File: src/rtl/rpcs_pkg.sv
`default_nettype none
package rpcs_pkg;

  typedef enum logic [1:0] {
    OP_BUTTON = 2'd0,
    OP_TICK   = 2'd1,
    OP_REPLY  = 2'd2,
    OP_NONE   = 2'd3
  } op_e;

  typedef enum logic [1:0] {
    KIND_TX     = 2'd0,
    KIND_READ   = 2'd1,
    KIND_STATUS = 2'd2
  } kind_e;

  typedef enum logic [1:0] {
    PH_HEADER  = 2'd0,
    PH_POS     = 2'd1,
    PH_TRAILER = 2'd2
  } phase_e;

  typedef enum logic [2:0] {
    REG_POS_MIN   = 3'd0,
    REG_POS_MAX   = 3'd1,
    REG_CODE_HOME = 3'd2,
    REG_CODE_POS  = 3'd3,
    REG_CODE_SPD  = 3'd4,
    REG_CODE_STAT = 3'd5
  } reg_e;

  localparam logic [7:0] FRAME_START   = 8'hFF;
  localparam logic [7:0] REPLY_HEADER  = 8'hFE;
  localparam logic [7:0] REPLY_TRAILER = 8'hFD;
  localparam logic [7:0] POS_STEP      = 8'd10;
  localparam logic [7:0] POS_TOP       = 8'd255;

  localparam int unsigned JOB_DEPTH = 4;

  // sequencer steps of the back end
  localparam logic [3:0] STEP_F0     = 4'd0;
  localparam logic [3:0] STEP_F1     = 4'd4;
  localparam logic [3:0] STEP_READ   = 4'd8;
  localparam logic [3:0] STEP_STATUS = 4'd9;

  typedef struct packed {
    logic [7:0] pos_min;
    logic [7:0] pos_max;
    logic [7:0] code_home;
    logic [7:0] code_pos;
    logic [7:0] code_speed;
    logic [7:0] code_status;
  } cfg_t;

  // one classified item, as handed from front to back
  typedef struct packed {
    logic       f0_valid;
    logic [7:0] f0_code;
    logic [7:0] f0_arg;
    logic       f1_valid;
    logic [7:0] f1_code;
    logic       read;
    logic       ready;
    logic       error;
  } job_t;

endpackage
`default_nettype wire

File: src/rtl/rpcs_front.sv
`default_nettype none
module rpcs_front import rpcs_pkg::*; #(
  parameter int unsigned BUTTON_LOCKOUT_US  = 200000,
  parameter int unsigned STATUS_INTERVAL_US = 300000,
  parameter int unsigned SPEED_INTERVAL_US  = 350000,
  parameter int unsigned INITIAL_TARGET     = 100
) (
  input  wire logic        clk_i,
  input  wire logic        rst_ni,
  input  wire cfg_t        cfg_i,
  input  wire logic        accept_i,
  input  wire logic [1:0]  operation_i,
  input  wire logic [31:0] now_us_i,
  input  wire logic [2:0]  button_mask_i,
  input  wire logic        transmit_idle_i,
  input  wire logic [7:0]  speed_sample_i,
  input  wire logic [7:0]  reply_byte_i,
  output job_t             job_o
);

  localparam logic [31:0] LockoutLim = 32'(BUTTON_LOCKOUT_US);
  localparam logic [31:0] StatusLim  = 32'(STATUS_INTERVAL_US);
  localparam logic [31:0] SpeedLim   = 32'(SPEED_INTERVAL_US);
  localparam logic [31:0] ReadLim    = 32'(STATUS_INTERVAL_US / 2);
  localparam logic [7:0]  InitTarget = 8'(INITIAL_TARGET);

  logic [7:0]  target_q, target_d, sent_q, sent_d, rpos_q, rpos_d;
  logic        rvalid_q, rvalid_d, home_q, home_d, rdiss_q, rdiss_d;
  logic        ready_q, ready_d, error_q, error_d;
  logic [31:0] stat_t_q, stat_t_d, spd_t_q, spd_t_d;
  logic [31:0] seen_q [3];
  logic [31:0] seen_d [3];
  phase_e      phase_q, phase_d;

  logic [1:0]  btn;
  logic        btn_hit;
  logic [31:0] btn_delta, spd_delta, stat_delta;
  logic [8:0]  up_sum;
  logic        spd_fire, stat_fire;

  always_comb begin
    btn_hit = 1'b1;
    if (button_mask_i[0]) begin
      btn = 2'd0;
    end else if (button_mask_i[1]) begin
      btn = 2'd1;
    end else if (button_mask_i[2]) begin
      btn = 2'd2;
    end else begin
      btn     = 2'd0;
      btn_hit = 1'b0;
    end
  end

  assign btn_delta  = now_us_i - seen_q[btn];
  assign spd_delta  = now_us_i - spd_t_q;
  assign stat_delta = now_us_i - stat_t_q;
  assign up_sum     = {1'b0, target_q} + {1'b0, POS_STEP};
  assign spd_fire   = spd_delta > SpeedLim;
  assign stat_fire  = stat_delta > StatusLim;

  always_comb begin
    target_d = target_q;
    sent_d   = sent_q;
    rpos_d   = rpos_q;
    rvalid_d = rvalid_q;
    home_d   = home_q;
    rdiss_d  = rdiss_q;
    ready_d  = ready_q;
    error_d  = error_q;
    stat_t_d = stat_t_q;
    spd_t_d  = spd_t_q;
    seen_d   = seen_q;
    phase_d  = phase_q;
    job_o    = '0;

    case (op_e'(operation_i))
      OP_BUTTON: begin
        if (btn_hit) begin
          seen_d[btn] = now_us_i;
          if (btn_delta > LockoutLim) begin
            case (btn)
              2'd0: begin
                if (target_q > cfg_i.pos_min) begin
                  target_d = (target_q >= POS_STEP) ? target_q - POS_STEP : 8'd0;
                  error_d  = 1'b0;
                end else begin
                  error_d = 1'b1;
                end
              end
              2'd1: begin
                if (target_q < cfg_i.pos_max) begin
                  target_d = up_sum[8] ? POS_TOP : up_sum[7:0];
                  error_d  = 1'b0;
                end else begin
                  error_d = 1'b1;
                end
              end
              default: begin
                home_d   = 1'b1;
                target_d = cfg_i.pos_max;
                error_d  = 1'b0;
              end
            endcase
            ready_d = rvalid_q && (target_d == rpos_q);
          end
        end
      end
      OP_TICK: begin
        if (transmit_idle_i) begin
          if (home_q) begin
            home_d         = 1'b0;
            job_o.f0_valid = 1'b1;
            job_o.f0_code  = cfg_i.code_home;
          end else if (target_q != sent_q) begin
            sent_d         = target_q;
            job_o.f0_valid = 1'b1;
            job_o.f0_code  = cfg_i.code_pos;
            job_o.f0_arg   = target_q;
          end else begin
            if (spd_fire) begin
              spd_t_d        = now_us_i;
              job_o.f0_valid = 1'b1;
              job_o.f0_code  = cfg_i.code_speed;
              job_o.f0_arg   = speed_sample_i;
            end
            if (stat_fire) begin
              // fresh status time: the read check below is skipped on this tick
              stat_t_d       = now_us_i;
              job_o.f1_valid = 1'b1;
              job_o.f1_code  = cfg_i.code_status;
              rdiss_d        = 1'b0;
            end else if (!rdiss_q && (stat_delta > ReadLim)) begin
              job_o.read = 1'b1;
              rdiss_d    = 1'b1;
            end
          end
        end
      end
      OP_REPLY: begin
        case (phase_q)
          PH_HEADER: begin
            if (reply_byte_i == REPLY_HEADER) phase_d = PH_POS;
          end
          PH_POS: begin
            rpos_d   = reply_byte_i;
            rvalid_d = 1'b1;
            phase_d  = PH_TRAILER;
          end
          default: begin
            if (reply_byte_i == REPLY_TRAILER) ready_d = (target_q == rpos_q);
            phase_d = PH_HEADER;
          end
        endcase
      end
      default: ;
    endcase

    job_o.ready = ready_d;
    job_o.error = error_d;
  end

  always_ff @(posedge clk_i or negedge rst_ni) begin
    if (!rst_ni) begin
      target_q <= InitTarget;
      sent_q   <= '0;
      rpos_q   <= '0;
      rvalid_q <= 1'b0;
      home_q   <= 1'b0;
      rdiss_q  <= 1'b0;
      ready_q  <= 1'b0;
      error_q  <= 1'b0;
      stat_t_q <= '0;
      spd_t_q  <= '0;
      seen_q   <= '{default: '0};
      phase_q  <= PH_HEADER;
    end else if (accept_i) begin
      target_q <= target_d;
      sent_q   <= sent_d;
      rpos_q   <= rpos_d;
      rvalid_q <= rvalid_d;
      home_q   <= home_d;
      rdiss_q  <= rdiss_d;
      ready_q  <= ready_d;
      error_q  <= error_d;
      stat_t_q <= stat_t_d;
      spd_t_q  <= spd_t_d;
      seen_q   <= seen_d;
      phase_q  <= phase_d;
    end
  end

endmodule
`default_nettype wire

File: src/rtl/rpcs_job_fifo.sv
`default_nettype none
module rpcs_job_fifo import rpcs_pkg::*; #(
  parameter int unsigned DEPTH = 4
) (
  input  wire logic clk_i,
  input  wire logic rst_ni,
  input  wire logic wr_i,
  input  wire job_t wdata_i,
  output logic      full_o,
  input  wire logic rd_i,
  output job_t      rdata_o,
  output logic      empty_o
);

  localparam int unsigned PtrW = (DEPTH > 1) ? $clog2(DEPTH) : 1;
  localparam int unsigned CntW = $clog2(DEPTH + 1);
  localparam logic [CntW-1:0] CntFull = CntW'(DEPTH);
  localparam logic [PtrW-1:0] PtrLast = PtrW'(DEPTH - 1);

  job_t            mem_q [DEPTH];
  logic [PtrW-1:0] wptr_q, rptr_q;
  logic [CntW-1:0] cnt_q;
  logic            do_wr, do_rd;

  assign full_o  = (cnt_q == CntFull);
  assign empty_o = (cnt_q == '0);
  assign do_wr   = wr_i && !full_o;
  assign do_rd   = rd_i && !empty_o;
  assign rdata_o = mem_q[rptr_q];

  always_ff @(posedge clk_i) begin
    if (do_wr) mem_q[wptr_q] <= wdata_i;
  end

  always_ff @(posedge clk_i or negedge rst_ni) begin
    if (!rst_ni) begin
      wptr_q <= '0;
      rptr_q <= '0;
      cnt_q  <= '0;
    end else begin
      if (do_wr) wptr_q <= (wptr_q == PtrLast) ? '0 : wptr_q + 1'b1;
      if (do_rd) rptr_q <= (rptr_q == PtrLast) ? '0 : rptr_q + 1'b1;
      if (do_wr && !do_rd) begin
        cnt_q <= cnt_q + 1'b1;
      end else if (do_rd && !do_wr) begin
        cnt_q <= cnt_q - 1'b1;
      end
    end
  end

endmodule
`default_nettype wire

File: src/rtl/rpcs_back.sv
`default_nettype none
module rpcs_back import rpcs_pkg::*; (
  input  wire logic clk_i,
  input  wire logic rst_ni,
  input  wire job_t job_i,
  input  wire logic job_empty_i,
  output logic      job_pop_o,
  output logic      empty_o,
  input  wire logic pop_i,
  output logic [1:0] kind_o,
  output logic [7:0] tx_byte_o,
  output logic       ready_led_o,
  output logic       error_led_o,
  output logic       last_of_run_o
);

  logic       started_q;
  logic [3:0] step_q, cur_step, nxt_step;
  logic       out_valid_q;
  logic       load;
  logic [1:0] kind_d;
  logic [7:0] byte_d;

  // first step of a fresh job, else continue where we left off
  always_comb begin
    if (started_q) begin
      cur_step = step_q;
    end else if (job_i.f0_valid) begin
      cur_step = STEP_F0;
    end else if (job_i.f1_valid) begin
      cur_step = STEP_F1;
    end else if (job_i.read) begin
      cur_step = STEP_READ;
    end else begin
      cur_step = STEP_STATUS;
    end
  end

  always_comb begin
    nxt_step = cur_step + 4'd1;
    if (nxt_step == STEP_F1 && !job_i.f1_valid) nxt_step = STEP_READ;
    if (nxt_step == STEP_READ && !job_i.read) nxt_step = STEP_STATUS;
  end

  always_comb begin
    kind_d = KIND_TX;
    byte_d = '0;
    if (cur_step == STEP_STATUS) begin
      kind_d = KIND_STATUS;
    end else if (cur_step == STEP_READ) begin
      kind_d = KIND_READ;
    end else begin
      case (cur_step[1:0])
        2'd0:    byte_d = FRAME_START;
        2'd1:    byte_d = cur_step[2] ? job_i.f1_code : job_i.f0_code;
        2'd2:    byte_d = cur_step[2] ? 8'd0 : job_i.f0_arg;
        default: byte_d = 8'd0;
      endcase
    end
  end

  assign load      = !job_empty_i && (!out_valid_q || pop_i);
  assign job_pop_o = load && (cur_step == STEP_STATUS);
  assign empty_o   = !out_valid_q;

  always_ff @(posedge clk_i or negedge rst_ni) begin
    if (!rst_ni) begin
      started_q   <= 1'b0;
      step_q      <= STEP_F0;
      out_valid_q <= 1'b0;
    end else begin
      if (load) begin
        out_valid_q <= 1'b1;
        if (cur_step == STEP_STATUS) begin
          started_q <= 1'b0;
        end else begin
          started_q <= 1'b1;
          step_q    <= nxt_step;
        end
      end else if (pop_i) begin
        out_valid_q <= 1'b0;
      end
    end
  end

  always_ff @(posedge clk_i) begin
    if (load) begin
      kind_o        <= kind_d;
      tx_byte_o     <= byte_d;
      ready_led_o   <= job_i.ready;
      error_led_o   <= job_i.error;
      last_of_run_o <= (cur_step == STEP_STATUS);
    end
  end

endmodule
`default_nettype wire

File: src/rtl/remote_position_command_scheduler.sv
// Channel    Handshake               Payload
// ---------  ----------------------  ---------------------------------------------------
// input      push / full             operation_i, now_us_i, button_mask_i,
//                                    transmit_idle_i, speed_sample_i, reply_byte_i
// result     empty / pop             kind_o, tx_byte_o, ready_led_o, error_led_o,
//                                    last_of_run_o
// config     cfg_valid_i/cfg_ready_o cfg_index_i, cfg_data_i
//
// Cycles: the front end classifies an item and updates all state in the cycle it is
//   taken, so items enter one per cycle while the job queue has room.
// The back end sequencer emits one result per cycle while pop stays high, 1 to 9 per item; a job
//   leaves the queue with its status result. A first result passes the queue, then the output register.
// Reset is immediate, no clearing pass; config writes are always ready.
// Stalls: pop low holds the output register; the front keeps taking items until the
//   JOB_DEPTH-entry queue fills, then full rises.
`default_nettype none
module remote_position_command_scheduler import rpcs_pkg::*; #(
  parameter int unsigned BUTTON_LOCKOUT_US  = 200000,
  parameter int unsigned STATUS_INTERVAL_US = 300000,
  parameter int unsigned SPEED_INTERVAL_US  = 350000,
  parameter int unsigned INITIAL_TARGET     = 100
) (
  input  wire logic        clk_i,
  input  wire logic        rst_ni,
  // config write channel
  input  wire logic        cfg_valid_i,
  output logic             cfg_ready_o,
  input  wire logic [2:0]  cfg_index_i,
  input  wire logic [7:0]  cfg_data_i,
  // input item channel
  input  wire logic        push,
  output logic             full,
  input  wire logic [1:0]  operation_i,
  input  wire logic [31:0] now_us_i,
  input  wire logic [2:0]  button_mask_i,
  input  wire logic        transmit_idle_i,
  input  wire logic [7:0]  speed_sample_i,
  input  wire logic [7:0]  reply_byte_i,
  // result item channel
  output logic             empty,
  input  wire logic        pop,
  output logic [1:0]       kind_o,
  output logic [7:0]       tx_byte_o,
  output logic             ready_led_o,
  output logic             error_led_o,
  output logic             last_of_run_o
);

  cfg_t cfg_q;
  job_t job_in, job_head;
  logic accept, job_empty, job_pop;

  assign cfg_ready_o = 1'b1;
  assign accept      = push && !full;

  // config registers; unknown indexes are ignored
  always_ff @(posedge clk_i or negedge rst_ni) begin
    if (!rst_ni) begin
      cfg_q.pos_min     <= 8'd0;
      cfg_q.pos_max     <= 8'd200;
      cfg_q.code_home   <= 8'd1;
      cfg_q.code_pos    <= 8'd2;
      cfg_q.code_speed  <= 8'd3;
      cfg_q.code_status <= 8'd4;
    end else if (cfg_valid_i) begin
      case (reg_e'(cfg_index_i))
        REG_POS_MIN:   cfg_q.pos_min     <= cfg_data_i;
        REG_POS_MAX:   cfg_q.pos_max     <= cfg_data_i;
        REG_CODE_HOME: cfg_q.code_home   <= cfg_data_i;
        REG_CODE_POS:  cfg_q.code_pos    <= cfg_data_i;
        REG_CODE_SPD:  cfg_q.code_speed  <= cfg_data_i;
        REG_CODE_STAT: cfg_q.code_status <= cfg_data_i;
        default: ;
      endcase
    end
  end

  // front: lockouts, target tracking, tick scheduling, reply parsing
  rpcs_front #(
    .BUTTON_LOCKOUT_US (BUTTON_LOCKOUT_US),
    .STATUS_INTERVAL_US(STATUS_INTERVAL_US),
    .SPEED_INTERVAL_US (SPEED_INTERVAL_US),
    .INITIAL_TARGET    (INITIAL_TARGET)
  ) u_front (
    .clk_i          (clk_i),
    .rst_ni         (rst_ni),
    .cfg_i          (cfg_q),
    .accept_i       (accept),
    .operation_i    (operation_i),
    .now_us_i       (now_us_i),
    .button_mask_i  (button_mask_i),
    .transmit_idle_i(transmit_idle_i),
    .speed_sample_i (speed_sample_i),
    .reply_byte_i   (reply_byte_i),
    .job_o          (job_in)
  );

  // decouples classification from byte-by-byte emission
  rpcs_job_fifo #(
    .DEPTH(JOB_DEPTH)
  ) u_fifo (
    .clk_i  (clk_i),
    .rst_ni (rst_ni),
    .wr_i   (accept),
    .wdata_i(job_in),
    .full_o (full),
    .rd_i   (job_pop),
    .rdata_o(job_head),
    .empty_o(job_empty)
  );

  // back: expands a job into frame bytes, read request and closing status
  rpcs_back u_back (
    .clk_i        (clk_i),
    .rst_ni       (rst_ni),
    .job_i        (job_head),
    .job_empty_i  (job_empty),
    .job_pop_o    (job_pop),
    .empty_o      (empty),
    .pop_i        (pop),
    .kind_o       (kind_o),
    .tx_byte_o    (tx_byte_o),
    .ready_led_o  (ready_led_o),
    .error_led_o  (error_led_o),
    .last_of_run_o(last_of_run_o)
  );

endmodule
`default_nettype wire

File: config.mk
export PLATFORM = sky130hd
export DESIGN_NAME = remote_position_command_scheduler
export DESIGN_NICKNAME = d
export VERILOG_FILES = /design/src/rtl/rpcs_pkg.sv /design/src/rtl/rpcs_front.sv /design/src/rtl/rpcs_job_fifo.sv /design/src/rtl/rpcs_back.sv /design/src/rtl/remote_position_command_scheduler.sv
export SDC_FILE = /design/constraint.sdc
export NUM_CORES = 1
export LEC_CHECK = 0
export BUFFER_PORTS_ARGS = -buffer_cell sky130_fd_sc_hd__buf_2
export CAP_MARGIN = 10
export CORE_MARGIN = 2
export CORE_UTILIZATION = 60
export CTS_CLUSTER_DIAMETER = 30
export DETAILED_ROUTE_END_ITERATION = 12
export GPL_TIMING_DRIVEN = 0
export PLACE_DENSITY = 0.78
export SETUP_SLACK_MARGIN = 0.4
export SYNTH_ARGS = -nofsm -noshare
export SYNTH_HDL_FRONTEND = slang
export SYNTH_SLANG_ARGS = --single-unit
File: constraint.sdc
create_clock -name clk_i -period 7.2 [get_ports clk_i]
set_input_delay 0.36 -clock clk_i [delete_from_list [all_inputs] [get_ports clk_i]]
set_output_delay 0.36 -clock clk_i [all_outputs]
set_load 0.05 [all_outputs]
* Yosys cells after proc, flatten, opt, wreduce, memory -nomap -nowiden
Memory sizes are Yosys's and may differ from the RTL's. Cells that the tools add are included. Widths: inputs -> output; s select.
Word-level totals: memories kept 1, bits of input ports 70, bits in registers 265, memory bits (read-only) 0, RAM bits 116, bits in latches 0, output and inout port bits 16, logic and storage cells 202
Memory list:
- u_fifo.mem_q | words 4, bits a word 29, rd ports 1, clocked after memory_dff 0, write ports 1, line rpcs_job_fifo.sv:20 | job_t mem_q [DEPTH];
Operators by class: bitwise logic cells 4, divide/modulo/power cells 0, $add $sub $neg 10, equality and inequality tests 28, $lt $le $gt $ge 9, multiplexer cells 69, multiply operators 0, shift-type cells 0, reduce and logical (&&, ||, !) cells 50
Operator list (count):
- $bwmux 96 | 1
- $mux 32 | 3
- $sub 32x32->32 | 3
- $mux 8 | 9
- $bmux 32 s2 | 1
- $demux 32 s2 | 1
- $gt 32x18->1 const B | 2
- $gt 32x19->1 const B | 2
- $mux 27 | 2
- $mux 17 | 2
- $mux 1 | 27
- $pmux 8 s3 | 1
- $reduce_and 6->1 | 4
- $mux 4 | 5
- $mux 18 | 1
- $mux 9 | 2
- $eq 8x8->1 | 2
- $eq 8x8->1 const B | 2
- $pmux 8 s2 | 1
- $reduce_and 2->1 | 7
- $eq 4x4->1 const B | 3
- $logic_and 1x1->1 | 12
- $mux 2 | 6
- $mux 10 | 1
- other kinds (34) | 70

* Longest topological paths before layout
depth in word-level cells 17, mapped depth 19, depth with buffers taken out 17

* Cells and area by module
From an unflattened synthesis, not the netlist that was laid out.
Unflattened totals: cell total of the unflattened synthesis 2256, area total of the unflattened synthesis 23946.7 µm²
Modules (own cells, without submodules):
- rpcs_front | times used 1, seq. area each 4783.3 µm², cells each 1834, area an instance 16189.3 µm²
- rpcs_job_fifo | times used 1, seq. area each 3658.5 µm², cells each 188, area an instance 4628.2 µm²
- remote_position_command_scheduler | times used 1, seq. area each 1211.2 µm², cells each 108, area an instance 1888.1 µm²
- rpcs_back | times used 1, seq. area each 540.5 µm², cells each 126, area an instance 1241.2 µm²

* Worst setup path after synthesis
OpenSTA, ideal clock, no wires.
path kind in2reg, start input button_mask_i[0], end memory u_fifo.mem_q[0][0] (netlist name), data pin, library setup time 0.273 ns, arrival 4.662 ns, stages on the path 18, required time 6.927 ns, setup slack 2.265 ns, buffers on the path 4, cells stage by stage clkbuf_1 nand2b_1 clkbuf_1 buf_1 nand2_1 a21oi_1 a21oi_1 ha_1 buf_6 a211o_1 a31o_1 o2111ai_2 a31oi_1 or4_1 a2111o_1 a2111o_1 o21ai_1 mux2_1
RTL lines:
- start: declaration | line remote_position_command_scheduler.sv:35 | input wire logic [2:0] button_mask_i,
- end: declaration | line rpcs_job_fifo.sv:20

==> flow_summary.yaml <==
status:
  status: "completed"
synthesis:
  syn_nets: 2454
  synth_area_leaders: "dfrtp_1 (26%), edfxtp_1 (17%), mux2_2 (8.0%), ha_1 (6.4%), a21oi_1 (4.4%)"
  ys_seq_area_share_pct: 43.5
  avgSynthCellArea_um2: 10.4
  synthArstFlopShare_pct: 66.1
  syn-instance-count: 2260
  yosysWarnings: 0
  synth_top_area_cell: "dfrtp_1"
  synth_flop_cell: "dfrtp_1"
  synthesis.area_um2: 23400
  synth_top_area_share_pct: 25.7
  synth_cell_type_count: 88
  synth_edf_count: 129
  ys_ff_latch: 381
clocking:
  ctsHoldBuffers: 2
  htree_num_levels: 3
  path_clk_slew_ns: 0.05
  cts_tree: "yes"
  insertion_delay_ns: 0.60
  cts_root_buffer: "clkbuf_16"
  cts_setup_buffers: 0
  cts_buffers: 80
  cts.sinks: 381
  clk_path_buf_depth: 3
  cts_resized: 0
setup_path:
  cpLargestDelayFamily: "compound AO/OA/AOI/OAI gates"
  crit_fanout: 10
  reg2reg_slack_ns: 1.76
  crit_path_cell_trace: "buf_2 > clkbuf_1 > nand2b_1 > clkbuf_1 > buf_1 > nand2_1 > a31oi_1 > ha_1 > inv_1 > fa_1 > a21o_1 > a221oi_2 > nor4_1 > nor3_1 > a21oi_1 > a2111o_1 > a2111oi_1 > nand4_1 > o211ai_1"
  reg2reg_to: "u_fifo.mem_q[3][1]"
  end_kind: "flip-flop"
  slowest_stage: "a2111oi_1"
  max_stage_delay_ns: 0.76
  cp_data_arrival_time_ns: 6.78
  cp-start-kind: "input pin"
  critPathKind: "in -> reg"
  cp_common_cell: "clkbuf_1"
  r2r_start: "u_front.seen_q[1]"
  cp.required_ns: 7.52
  path_buf_inv: 5
  reg2reg_depth: 14
finish:
  final_util_pct: 71.2
  insertedDiodeCount: 0
  synthToLayoutAreaGrowth_pct: 17.4
  final_common_cell: "dfrtp_1"
  nNetsFinal: 2622
  layout_common_cells: "dfrtp_1 (241), a21oi_1 (204), nand2_1 (200)"
  drive_gt1_share_pct: 18.8
floorplanning:
  num_rows: 72
  dieArea_um2: 40700
  dieHeight_um: 202
  initial_core_util_pct: 60.6
  core-area_um2: 38600
  die_x_um: 202
  ios: 86
power:
  powerDensity_nw_per_um2: 395
  ir_drop_mv: 0.191
  leakage_nw: 11.5
timing:
  skew_ns: 0.0266
  setup_viol: 0
  fin_crit_sh_pct: 89.6
  drv_slew: 0
  hold_viol: 0
  relSlewSlack_pct: 12.6
  max_slew.worst_pin.slew_ns: 1.30
  grt_setup_unrepaired: "false"
  max_freq_mhz: 155
  finalSetupTns_ns: 0
  fin_crit_ns: 6.45
grt:
  grt_max_degree: 123
  grt_overflow: 0
  grt_first_pass_wirelength_mm: 102
  grt_antenna_before_repair: 0
  grt_pass1_vias: 19400
  track_usage_pct: 31.9
drt:
  drc_errors: 0
  drt-initial-drc-count: 1191
  vias_per_cell: 6.30
  ant_nets: 0
  routedWlPerCell_um: 21.5
  vias: 19000
  firstDrtPassIters: 6
  routed_wl_mm: 64.7
worst_hold_path:
  hold_path_depth: 2
  min_to: "u_front.rpos_q[3]"
  hold_path.class: "in -> reg"
  hp-start: "reply_byte_i[3]"
placed_design:
  io_buffers: 80
  dp_hpwl_mm: 45.5
  place.gp.congestion: 0.921
flow_run:
  maxCapViolations: 0
cells in the mapped netlist (51+ instances only):
master    number
a21oi_1      204
clkbuf_1      92
dfrtp_1      241
edfxtp_1     129
ha_1         120
inv_1        116
mux2_1        51
mux2_2       166
nand2_1      200
nor2_1       116
o21ai_0       81
xnor2_1       55
worst max-delay path by stage:
stage / startpoint / cells after the start / end / slack [ns]
3_5_place_dp: button_mask_i[0] / 19 / u_fifo.mem_q[2][1] / 0.32
3_3_place_gp: button_mask_i[0] / 20 / u_fifo.mem_q[2][0] / 0.34
2_1_floorplan: button_mask_i[0] / 18 / u_fifo.mem_q[0][0] / 2.26
6_report: button_mask_i[0] / 19 / u_fifo.mem_q[3][1] / 0.75
4_1_cts: button_mask_i[0] / 20 / u_fifo.mem_q[0][1] / 0.91
5_1_grt: button_mask_i[0] / 20 / u_fifo.mem_q[3][1] / 0.55
flip-flops by register name, summed over array words and instances, names as in the netlist, 3 cells and up:
register	cells
u_fifo.mem_q	116
u_front.seen_q	96
cfg_q	48
u_front.spd_t_q	32
u_front.stat_t_q	32
u_back.tx_byte_o	8
u_front.rpos_q	8
u_front.sent_q	8
u_front.target_q	8
u_back.step_q	4
u_fifo.cnt_q	3
where the power goes:
part	switching (mW)	internal, mW	total [mW]
clock network	1.28	2.64	3.92
registers	0.291	2.85	3.14
logic	2.31	1.49	3.81
total	3.88	6.99	10.9
area by class of cell:
type	count	area, um2
Clock inverter	53	653
Inverter	116	435
Tap cell	518	648
Sequential cell	381	10200
Buffer	117	470
Timing Repair Buffer	86	500
Multi-Input combinational cell	1646	12300
Fill cell	2739	11100
Clock buffer	96	2270
worst register-to-register path, stage by stage, from the launching register on:
cell and delay [ns]:
dfrtp_1 0.37, nand3b_1 0.09, a21oi_1 0.07, a221oi_1 0.86, ha_1 0.39, nor2b_1 0.14
o2111ai_1 0.46, a21oi_2 0.18, o2111ai_2 0.30, a31oi_1 0.16, or4_1 0.43, a2111o_1 0.44
a2111oi_1 0.76, nand4_1 0.23, o211ai_1 0.30
cell families (layout without fill, tap and decap cells):
logic type                 Yosys count  count (layout)  synth area share (%)
buffers and inverters              233             468                  3.87
DFF                                381             381                  43.5
adders and majority gates          124             124                  6.75
other                                1               1                0.0160
xor gates and xnor gates            93              93                  3.48
muxes                              268             268                  14.2
AOI/OAI and AO/OA                  585             585                  16.3
and+or+nand+nor                    575             575                  11.9
per-stage QoR:
stage / area (um2) / total power, mW / std cells / setup slack, ns / hold slack (ns)
floorplan: 23400 / 5.88 / 2260 / 2.26 / 0.0644
global placement: 24500 / 6.74 / 2858 / 0.338 / 0.454
detailed placement: 24600 / 6.85 / 2862 / 0.319 / 0.218
CTS: 27500 / 10.9 / 3013 / 0.906 / 0.00920
global route: 27500 / 11.4 / 3013 / 0.546 / 0.0134
finish: 27500 / 10.9 / 3013 / 0.747 / 0.0207
metal layers:
| metal | global-route usage (%) | wire, um | share of wire (%) |
|---|---|---|---|
| met5 | 0 | 0 | 0 |
| met4 | 16.8 | 3040 | 4.7 |
| met3 | 3.98 | 3080 | 4.8 |
| met2 | 58.4 | 33600 | 52 |
| met1 | 36.5 | 25000 | 39 |
No activity file was read; power rests on OpenSTA's default activity.
